`config.mk`:
```
export PLATFORM = sky130hd
export DESIGN_NAME = rag_deadlock_cycle_detect
export DESIGN_NICKNAME = d
export VERILOG_FILES = /design/src/rtl/rag_pkg.sv /design/src/rtl/rag_dp.sv /design/src/rtl/rag_ctrl.sv /design/src/rtl/rag_deadlock_cycle_detect.sv
export SDC_FILE = /design/constraint.sdc
export NUM_CORES = 2
export LEC_CHECK = 0
export BUFFER_PORTS_ARGS = -buffer_cell sky130_fd_sc_hd__buf_2
export CORE_AREA = 8 8 299 301
export DETAILED_ROUTE_END_ITERATION = 7
export DIE_AREA = 0 0 307 309
export GPL_TIMING_DRIVEN = 0
export PLACE_DENSITY = 0.76
export SYNTH_ARGS = -nofsm -noshare
export SYNTH_HDL_FRONTEND = slang
export SYNTH_SLANG_ARGS = --single-unit
```
`constraint.sdc`:
```
create_clock -name clk -period 6.55 [get_ports clk]
set_input_delay 0.655 -clock clk [delete_from_list [all_inputs] [get_ports clk]]
set_output_delay 0.655 -clock clk [all_outputs]
set_load 0.005 [all_outputs]
```
`src/rtl/rag_pkg.sv`:
```
package rag_pkg;

  localparam int MAX_NODES_DEF = 16;
  localparam int IDX_W = 4;
  localparam int CFG_IDX_W = 1;
  localparam int CFG_DATA_W = 5;

  localparam logic [CFG_IDX_W-1:0] CFG_NPROC = 1'b0;
  localparam logic [CFG_IDX_W-1:0] CFG_NRES = 1'b1;

  localparam logic [CFG_DATA_W-1:0] COUNT_RESET = 5'd16;

  localparam logic REQ_ALLOC = 1'b0;
  localparam logic REQ_WAIT = 1'b1;

  typedef struct packed {
    logic store;
    logic init;
    logic build_step;
    logic search_step;
  } dp_cmd_t;

  typedef struct packed {
    logic build_done;
    logic search_done;
    logic found;
  } dp_sts_t;

endpackage

```
`src/rtl/rag_dp.sv`:
```
module rag_dp #(
  parameter int MAX_NODES = rag_pkg::MAX_NODES_DEF
) (
  input  logic                             clk,
  input  logic                             rst_n,
  input  logic                             cfg_valid,
  input  logic [rag_pkg::CFG_IDX_W-1:0]    cfg_index,
  input  logic [rag_pkg::CFG_DATA_W-1:0]   cfg_data,
  input  logic                             in_req_type,
  input  logic [rag_pkg::IDX_W-1:0]        in_row_index,
  input  logic [rag_pkg::IDX_W-1:0]        in_col_index,
  input  logic                             in_edge_bit,
  input  rag_pkg::dp_cmd_t                 cmd,
  output rag_pkg::dp_sts_t                 sts
);

  localparam int NODE_W = (MAX_NODES > 1) ? $clog2(MAX_NODES) : 1;
  localparam int CNT_W = $clog2(MAX_NODES + 1);
  localparam int CW = (CNT_W > rag_pkg::CFG_DATA_W) ? CNT_W : rag_pkg::CFG_DATA_W;

  logic [rag_pkg::CFG_DATA_W-1:0] nproc_r;
  logic [rag_pkg::CFG_DATA_W-1:0] nres_r;

  logic [MAX_NODES-1:0] held_r [MAX_NODES];
  logic [MAX_NODES-1:0] waits_r [MAX_NODES];
  logic [MAX_NODES-1:0] adj_r [MAX_NODES];
  logic [NODE_W-1:0]    frame_node_r [MAX_NODES];
  logic [CNT_W-1:0]     frame_cur_r [MAX_NODES];

  logic [MAX_NODES-1:0] visited_r, visited_nxt;
  logic [MAX_NODES-1:0] on_path_r, on_path_nxt;
  logic [CNT_W-1:0]     depth_r, depth_nxt;
  logic [CNT_W-1:0]     root_r, root_nxt;
  logic [CNT_W-1:0]     hop_r;
  logic                 found_r;

  logic [CNT_W-1:0]     pc, rc;
  logic [MAX_NODES-1:0] pmask;
  logic [NODE_W-1:0]    hop_idx, root_idx, top_idx, push_idx, push_node, q_idx;
  logic [NODE_W-1:0]    top_node;
  logic [CNT_W-1:0]     top_cur;
  logic                 inc_en, push_en, hit, done;
  logic                 row_ok, col_ok;
  logic [NODE_W-1:0]    row_idx, col_idx;

  always_comb begin
    if (CW'(nproc_r) > CW'(MAX_NODES)) begin
      pc = CNT_W'(MAX_NODES);
    end else begin
      pc = CNT_W'(nproc_r);
    end
    if (CW'(nres_r) > CW'(MAX_NODES)) begin
      rc = CNT_W'(MAX_NODES);
    end else begin
      rc = CNT_W'(nres_r);
    end
    for (int i = 0; i < MAX_NODES; i++) begin
      pmask[i] = (CNT_W'(i) < pc);
    end
  end

  assign row_ok  = (int'(in_row_index) < MAX_NODES);
  assign col_ok  = (int'(in_col_index) < MAX_NODES);
  assign row_idx = NODE_W'(in_row_index);
  assign col_idx = NODE_W'(in_col_index);

  assign hop_idx  = hop_r[NODE_W-1:0];
  assign root_idx = root_r[NODE_W-1:0];
  assign top_idx  = NODE_W'(depth_r - CNT_W'(1));
  assign top_node = frame_node_r[top_idx];
  assign top_cur  = frame_cur_r[top_idx];
  assign q_idx    = top_cur[NODE_W-1:0];
  assign push_idx = depth_r[NODE_W-1:0];

  always_comb begin
    visited_nxt = visited_r;
    on_path_nxt = on_path_r;
    depth_nxt   = depth_r;
    root_nxt    = root_r;
    inc_en      = 1'b0;
    push_en     = 1'b0;
    push_node   = q_idx;
    hit         = 1'b0;
    done        = 1'b0;
    if (depth_r == '0) begin
      push_node = root_idx;
      if (root_r >= pc) begin
        done = 1'b1;
      end else if (visited_r[root_idx]) begin
        root_nxt = root_r + CNT_W'(1);
      end else begin
        visited_nxt[root_idx] = 1'b1;
        on_path_nxt[root_idx] = 1'b1;
        push_en   = 1'b1;
        depth_nxt = CNT_W'(1);
      end
    end else if (top_cur >= pc) begin
      on_path_nxt[top_node] = 1'b0;
      depth_nxt = depth_r - CNT_W'(1);
    end else begin
      inc_en = 1'b1;
      if (adj_r[top_node][q_idx]) begin
        if (on_path_r[q_idx]) begin
          hit  = 1'b1;
          done = 1'b1;
        end else if (!visited_r[q_idx] && (depth_r < CNT_W'(MAX_NODES))) begin
          visited_nxt[q_idx] = 1'b1;
          on_path_nxt[q_idx] = 1'b1;
          push_en   = 1'b1;
          depth_nxt = depth_r + CNT_W'(1);
        end
      end
    end
  end

  assign sts.build_done  = (hop_r >= rc);
  assign sts.search_done = done;
  assign sts.found       = found_r;

  always_ff @(posedge clk) begin
    if (!rst_n) begin
      nproc_r <= rag_pkg::COUNT_RESET;
      nres_r  <= rag_pkg::COUNT_RESET;
    end else if (cfg_valid) begin
      case (cfg_index)
        rag_pkg::CFG_NPROC: nproc_r <= cfg_data;
        rag_pkg::CFG_NRES:  nres_r  <= cfg_data;
        default: ;
      endcase
    end
  end

  always_ff @(posedge clk) begin
    if (!rst_n) begin
      for (int i = 0; i < MAX_NODES; i++) begin
        held_r[i]  <= '0;
        waits_r[i] <= '0;
      end
    end else if (cmd.store && row_ok && col_ok) begin
      if (in_req_type == rag_pkg::REQ_WAIT) begin
        waits_r[row_idx][col_idx] <= in_edge_bit;
      end else begin
        held_r[row_idx][col_idx] <= in_edge_bit;
      end
    end
  end

  always_ff @(posedge clk) begin
    if (cmd.init) begin
      for (int p = 0; p < MAX_NODES; p++) begin
        adj_r[p] <= '0;
      end
    end else if (cmd.build_step) begin
      for (int p = 0; p < MAX_NODES; p++) begin
        if (pmask[p] && waits_r[p][hop_idx]) begin
          adj_r[p] <= adj_r[p] | (held_r[hop_idx] & pmask);
        end
      end
    end
  end

  always_ff @(posedge clk) begin
    if (cmd.search_step && inc_en) begin
      frame_cur_r[top_idx] <= top_cur + CNT_W'(1);
    end
    if (cmd.search_step && push_en) begin
      frame_node_r[push_idx] <= push_node;
      frame_cur_r[push_idx]  <= '0;
    end
  end

  always_ff @(posedge clk) begin
    if (!rst_n) begin
      visited_r <= '0;
      on_path_r <= '0;
      depth_r   <= '0;
      root_r    <= '0;
      hop_r     <= '0;
      found_r   <= 1'b0;
    end else if (cmd.init) begin
      visited_r <= '0;
      on_path_r <= '0;
      depth_r   <= '0;
      root_r    <= '0;
      hop_r     <= '0;
      found_r   <= 1'b0;
    end else begin
      if (cmd.build_step) begin
        hop_r <= hop_r + CNT_W'(1);
      end
      if (cmd.search_step) begin
        visited_r <= visited_nxt;
        on_path_r <= on_path_nxt;
        depth_r   <= done ? '0 : depth_nxt;
        root_r    <= root_nxt;
        if (hit) begin
          found_r <= 1'b1;
        end
      end
    end
  end

endmodule

```
`src/rtl/rag_ctrl.sv`:
```
module rag_ctrl (
  input  logic              clk,
  input  logic              rst_n,
  input  logic              in_valid,
  input  logic              in_last,
  output logic              in_stall,
  output logic              out_valid,
  output logic              out_deadlock,
  input  logic              out_stall,
  output rag_pkg::dp_cmd_t  cmd,
  input  rag_pkg::dp_sts_t  sts
);

  typedef enum logic [3:0] {
    ST_IDLE   = 4'b0001,
    ST_BUILD  = 4'b0010,
    ST_SEARCH = 4'b0100,
    ST_DONE   = 4'b1000
  } state_t;

  state_t state_r, state_nxt;
  logic   out_valid_r, out_valid_nxt;
  logic   out_deadlock_r, out_deadlock_nxt;
  logic   accept, out_free, load;

  assign in_stall = (state_r != ST_IDLE);
  assign accept   = in_valid && (state_r == ST_IDLE);
  assign out_free = !out_valid_r || !out_stall;
  assign load     = (state_r == ST_DONE) && out_free;

  assign cmd.store       = accept;
  assign cmd.init        = accept && in_last;
  assign cmd.build_step  = (state_r == ST_BUILD) && !sts.build_done;
  assign cmd.search_step = (state_r == ST_SEARCH);

  always_comb begin
    state_nxt = state_r;
    case (state_r)
      ST_IDLE:   if (accept && in_last) state_nxt = ST_BUILD;
      ST_BUILD:  if (sts.build_done) state_nxt = ST_SEARCH;
      ST_SEARCH: if (sts.search_done) state_nxt = ST_DONE;
      ST_DONE:   if (out_free) state_nxt = ST_IDLE;
      default:   state_nxt = ST_IDLE;
    endcase
  end

  always_comb begin
    out_valid_nxt    = out_valid_r;
    out_deadlock_nxt = out_deadlock_r;
    if (load) begin
      out_valid_nxt    = 1'b1;
      out_deadlock_nxt = sts.found;
    end else if (!out_stall) begin
      out_valid_nxt = 1'b0;
    end
  end

  always_ff @(posedge clk) begin
    if (!rst_n) begin
      state_r     <= ST_IDLE;
      out_valid_r <= 1'b0;
    end else begin
      state_r     <= state_nxt;
      out_valid_r <= out_valid_nxt;
    end
  end

  always_ff @(posedge clk) begin
    out_deadlock_r <= out_deadlock_nxt;
  end

  assign out_valid    = out_valid_r;
  assign out_deadlock = out_deadlock_r;

endmodule

```
`src/rtl/rag_deadlock_cycle_detect.sv`:
```
// Resource-allocation-graph deadlock detector.
// Input channel (in_valid/in_stall): each beat writes one bit of the
// allocation matrix (in_req_type 0, row = resource, col = process) or the
// request matrix (in_req_type 1, row = process, col = resource).
// A beat with in_last set stores its bit and then searches the wait-for
// graph; out_deadlock comes back as one beat on out_valid/out_stall.
// A beat without in_last leaves the block idle and gives no result.
// A detection beat holds in_stall high through the adjacency build (one
// of the rc resource columns per cycle), then the depth-first search over
// the pc processes (one step per cycle), then the load of the output register;
// pc and rc are the configured counts, saturated at MAX_NODES.
// The output register lets the next beats load while a result waits; a
// new result waits in the done state until the receiver takes the old one.
// cfg_valid/cfg_ready writes the process count (index 0) or the resource
// count (index 1); cfg_ready is always high. Write only while the block is idle.
// Reset clears both matrices, sets both counts to 16 and empties the output.
module rag_deadlock_cycle_detect #(
  parameter int MAX_NODES = rag_pkg::MAX_NODES_DEF
) (
  input  logic                            clk,
  input  logic                            rst_n,
  input  logic                            cfg_valid,
  output logic                            cfg_ready,
  input  logic [rag_pkg::CFG_IDX_W-1:0]   cfg_index,
  input  logic [rag_pkg::CFG_DATA_W-1:0]  cfg_data,
  input  logic                            in_valid,
  output logic                            in_stall,
  input  logic                            in_req_type,
  input  logic [rag_pkg::IDX_W-1:0]       in_row_index,
  input  logic [rag_pkg::IDX_W-1:0]       in_col_index,
  input  logic                            in_edge_bit,
  input  logic                            in_last,
  output logic                            out_valid,
  input  logic                            out_stall,
  output logic                            out_deadlock
);

  rag_pkg::dp_cmd_t cmd;
  rag_pkg::dp_sts_t sts;

  assign cfg_ready = 1'b1;

  rag_ctrl u_ctrl (
    .clk          (clk),
    .rst_n        (rst_n),
    .in_valid     (in_valid),
    .in_last      (in_last),
    .in_stall     (in_stall),
    .out_valid    (out_valid),
    .out_deadlock (out_deadlock),
    .out_stall    (out_stall),
    .cmd          (cmd),
    .sts          (sts)
  );

  rag_dp #(
    .MAX_NODES (MAX_NODES)
  ) u_dp (
    .clk          (clk),
    .rst_n        (rst_n),
    .cfg_valid    (cfg_valid),
    .cfg_index    (cfg_index),
    .cfg_data     (cfg_data),
    .in_req_type  (in_req_type),
    .in_row_index (in_row_index),
    .in_col_index (in_col_index),
    .in_edge_bit  (in_edge_bit),
    .cmd          (cmd),
    .sts          (sts)
  );

endmodule
```
==> out/results.ini <==
[run_status]
run_status = complete, no violations

[clocking]
cts_inserted_buffers = 100
clock_path_buffers = 3
worst_skew_pair.late_latency_ns = 0.70
cts_root_buf = sky130_fd_sc_hd__clkbuf_16
clk_pin_slew_worst_paths_ns = 0.07
cts_htree_levels = 3
clock_sink_count = 980
cts_tree = built

[floorplanning]
core_area_mm2 = 0.0846
design.portCount = 26
start_util = 0.575
area_enclosed_by_the_die_boundary_mm2 = 0.0949
die_span_in_y_um = 309
num_rows = 107
die_x_um = 307

[layout]
synthToLayoutAreaGrowth_pct = 10.8
most_common_library_cell_in_the_layout_ignoring_fill_and_taps = sky130_fd_sc_hd__edfxtp_1
multiInputGateArea_mm2 = 0.0189
final_core_util = 0.637
mostFrequentLayoutCells = sky130_fd_sc_hd__edfxtp_1, sky130_fd_sc_hd__nor2_1, sky130_fd_sc_hd__o21ai_0, sky130_fd_sc_hd__clkbuf_1, sky130_fd_sc_hd__nand2_1
layout.nets = 4497
drive_above_1_share = 0.123
fill_cells = 6660
final-seq-area_mm2 = 0.0280

[route]
drt-vias-per-instance = 6.90
drtAntennaViolNets = 0
drt_iter0_drc = 6534
vias = 39096
drt_first_pass_iters = 8
finalWirelength_mm = 167
drc = 0
wl_per_cell_um = 29.5

[run]
drv.max_cap_violation_count = 0

[global_routing]
initial_antenna_violation_count = 7
grt.total_usage = 0.347
maximum_number_of_pins_on_one_net_before_global_route_repair = 17
grt_overflow = 0
wire_length_of_the_first_global_routing_pass_mm = 245
number_of_global_route_vias_before_repair = 37695

[yosys]
synth_top_area_frac = 0.514
synth_seq_cells = 980
synth_top_area_cell = sky130_fd_sc_hd__edfxtp_1
ys_flop_type = sky130_fd_sc_hd__edfxtp_1
async_flop_share = 0
synth.yosys.warnings = 0
yosys.area_share.simple = 0.117
post_synth_inst_count = 4305
synth_edf_count = 833
syn_avg_cell_area_um2 = 11.3
synth_top_family_by_area = compound AO/OA/AOI/OAI gates
synth_sequential_area_ratio = 0.574
syn_nets = 4357
muxShareOfSynthArea = 0.120
synth.lib_cells_used.distinct = 75
post_synth_instance_area_mm2 = 0.0487
synth_compound_gate_area_share = 0.133
synth-adder-area-share = 0.00771
synth.area.top_cells = sky130_fd_sc_hd__edfxtp_1, sky130_fd_sc_hd__mux4_2, sky130_fd_sc_hd__nor2_1
synth_xor_area_frac = 0.00265

[critical_path]
startpoint_type = flop
crit_fanout = 10
cp-endpoint = u_dp.frame_node_r[11][0]$_DFFE_PP_
worst_ep_arrival_time_ns = 6.85
worst_setup_path_startpoint = u_dp.depth_r[0]$_SDFFE_PP0P_
worst_ep_required_time_ns = 6.91
timing.reg2reg.worst_path_depth = 23
cp_endpoint_kind = flop
regToRegStartpoint = u_dp.depth_r[0]$_SDFFE_PP0P_
rrSetupSlack_ns = 0.05
worstReg2RegEnd = u_dp.frame_node_r[11][0]$_DFFE_PP_
crit_type = flop to flop

[timing]
final-max-slew-violation-count = 0
tcrit_tclk_final = 0.992
fin_worst_skew_ns = 0.0328
maxSlewHeadroom = 0.0686
totalNegativeSetupSlack_ns = 0
tightestPinTransition_ns = 1.39
report.final.hold_viol_count = 0
fmax_ghz = 0.154
worst_hold_slack_ns = 0.326
grt_setup_unrepaired = false
worst_slack_ns = 0.0546
timing.final.setup_violations = 0
min_period_ns = 6.50

[power]
comb_power_share = 0.056
total_switching_power_mw = 3.18
p_clk_frac = 0.415
power.share.sequential = 0.529
vdd_ir_drop_max_v = 0.000271
power.internal_mw = 10.1
switching_share = 0.238
powerDensity_mw_per_mm2 = 247
leakage_nw = 17.2

[placement]
hpwlAfterDp_mm = 117
place_ws_ns = -2.52
port_buffers = 18
gp_congestion = 1.01

[hold_path]
holdCritStartpoint = cfg_data[4]
hold_path_class = input port to flop

[logic make-up after synthesis]
logic type,Yosys count
and+or+nand+nor,1351
AOI/OAI and AO/OA,1073
DFF,980
buffers and inverters,531
muxes,326
adders and majority gates,30
xor gates and xnor gates,13
other,1
[how the worst min path moves through the flow]
stage,cells past startpoint,to
after floorplan,0,u_ctrl.out_deadlock$_DFFE_PP_
after global routing,3,u_dp.nproc_r[4]$_SDFFE_PN1P_
after detailed placement,0,u_ctrl.out_deadlock$_DFFE_PP_
after global placement,0,u_ctrl.out_deadlock$_DFFE_PP_
after CTS,3,u_dp.nproc_r[4]$_SDFFE_PN1P_
final,3,u_dp.nproc_r[4]$_SDFFE_PN1P_
[flip-flops by register name (all words and copies together), names as in the netlist, named ones only]
signal,flops
u_dp.nproc_r,5
u_ctrl.out_valid,1
u_dp.waits_r,256
u_dp.frame_cur_r,80
u_dp.frame_node_r,64
u_ctrl.state_r,4
u_dp.depth_r,5
u_dp.visited_r,16
u_ctrl.out_deadlock,1
u_dp.root_r,5
u_dp.nres_r,5
u_dp.on_path_r,16
u_dp.held_r,256
u_dp.hop_r,5
u_dp.found_r,1
u_dp.adj_r,256
[final cells by class]
cell class                      instances  share of cell area
Tap cell                             1144              0.0265
Inverter                               44             0.00306
Antenna cell                            5            0.000232
Clock buffer                          135              0.0507
Clock inverter                         42             0.00573
Sequential cell                       980               0.518
Buffer                                485              0.0392
Multi-Input combinational cell       2794               0.350
Timing Repair Buffer                   40             0.00615
[repair_timing]
action                     in CTS  in global routing
hold buffers                    0                  0
setup endpoints to repair     287                299
pin swaps                       3                  3
resized for setup              81                 37
cloned                          0                  0
buffers inserted                4                  7
[power groups by stage]
stage / combinational (mW) / sequential (mW) / clock [mW]
2_1_floorplan: 0.427 / 7.15 / 0
3_3_place_gp: 0.673 / 7.18 / 0
3_5_place_dp: 0.708 / 7.18 / 0
4_1_cts: 0.714 / 7.05 / 5.47
5_1_grt: 0.782 / 7.07 / 5.69
6_report: 0.744 / 7.06 / 5.53
[layer usage]
layer / global-route usage / share of wire
met5: 0 / 0.000078
met4: 0.213 / 0.075
met3: 0.0952 / 0.14
met2: 0.530 / 0.44
met1: 0.441 / 0.34
[synthesized netlist by cell type (all sizes together), types with 22 or more instances]
cell type and count:
edfxtp 833, nor2 788, o21ai 585, clkbuf 395, nand2 289, mux4 207
o21a 180, dfxtp 147, mux2i 112, nand3 103, a31oi 94, buf 92
a21oi 56, o211ai 47, inv 43, nor2b 36, ha 30, nand4 27
and3 25, a211oi 22
[critical path: stages (launching register included)]
cell and delay, ns:
sky130_fd_sc_hd__dfxtp_2 0.39, sky130_fd_sc_hd__buf_12 0.13, sky130_fd_sc_hd__buf_8 0.18, sky130_fd_sc_hd__buf_12 0.19
sky130_fd_sc_hd__buf_4 0.21, sky130_fd_sc_hd__buf_8 0.20, sky130_fd_sc_hd__inv_1 0.12, sky130_fd_sc_hd__ha_1 0.27
sky130_fd_sc_hd__xnor2_1 0.31, sky130_fd_sc_hd__buf_4 0.31, sky130_fd_sc_hd__mux4_2 0.33, sky130_fd_sc_hd__mux2_2 0.38
sky130_fd_sc_hd__o21a_1 0.21, sky130_fd_sc_hd__buf_6 0.16, sky130_fd_sc_hd__buf_6 0.18, sky130_fd_sc_hd__buf_6 0.18
sky130_fd_sc_hd__o211ai_1 0.23, sky130_fd_sc_hd__a21oi_1 0.13, sky130_fd_sc_hd__o41ai_1 0.62, sky130_fd_sc_hd__o211a_2 0.42
sky130_fd_sc_hd__nand4_4 0.23, sky130_fd_sc_hd__nand2_4 0.23, sky130_fd_sc_hd__buf_4 0.20, sky130_fd_sc_hd__and3_1 0.32
[stage by stage]
step | std cells | instance area (µm²) | total power [mW]
floorplan | 4305 | 48700 | 7.58
global placement | 5467 | 50200 | 7.85
detailed placement | 5478 | 50400 | 7.89
CTS | 5658 | 53800 | 13.2
global route | 5665 | 53900 | 13.5
finish | 5669 | 53900 | 13.3
No activity file was read; power rests on OpenSTA's default activity.
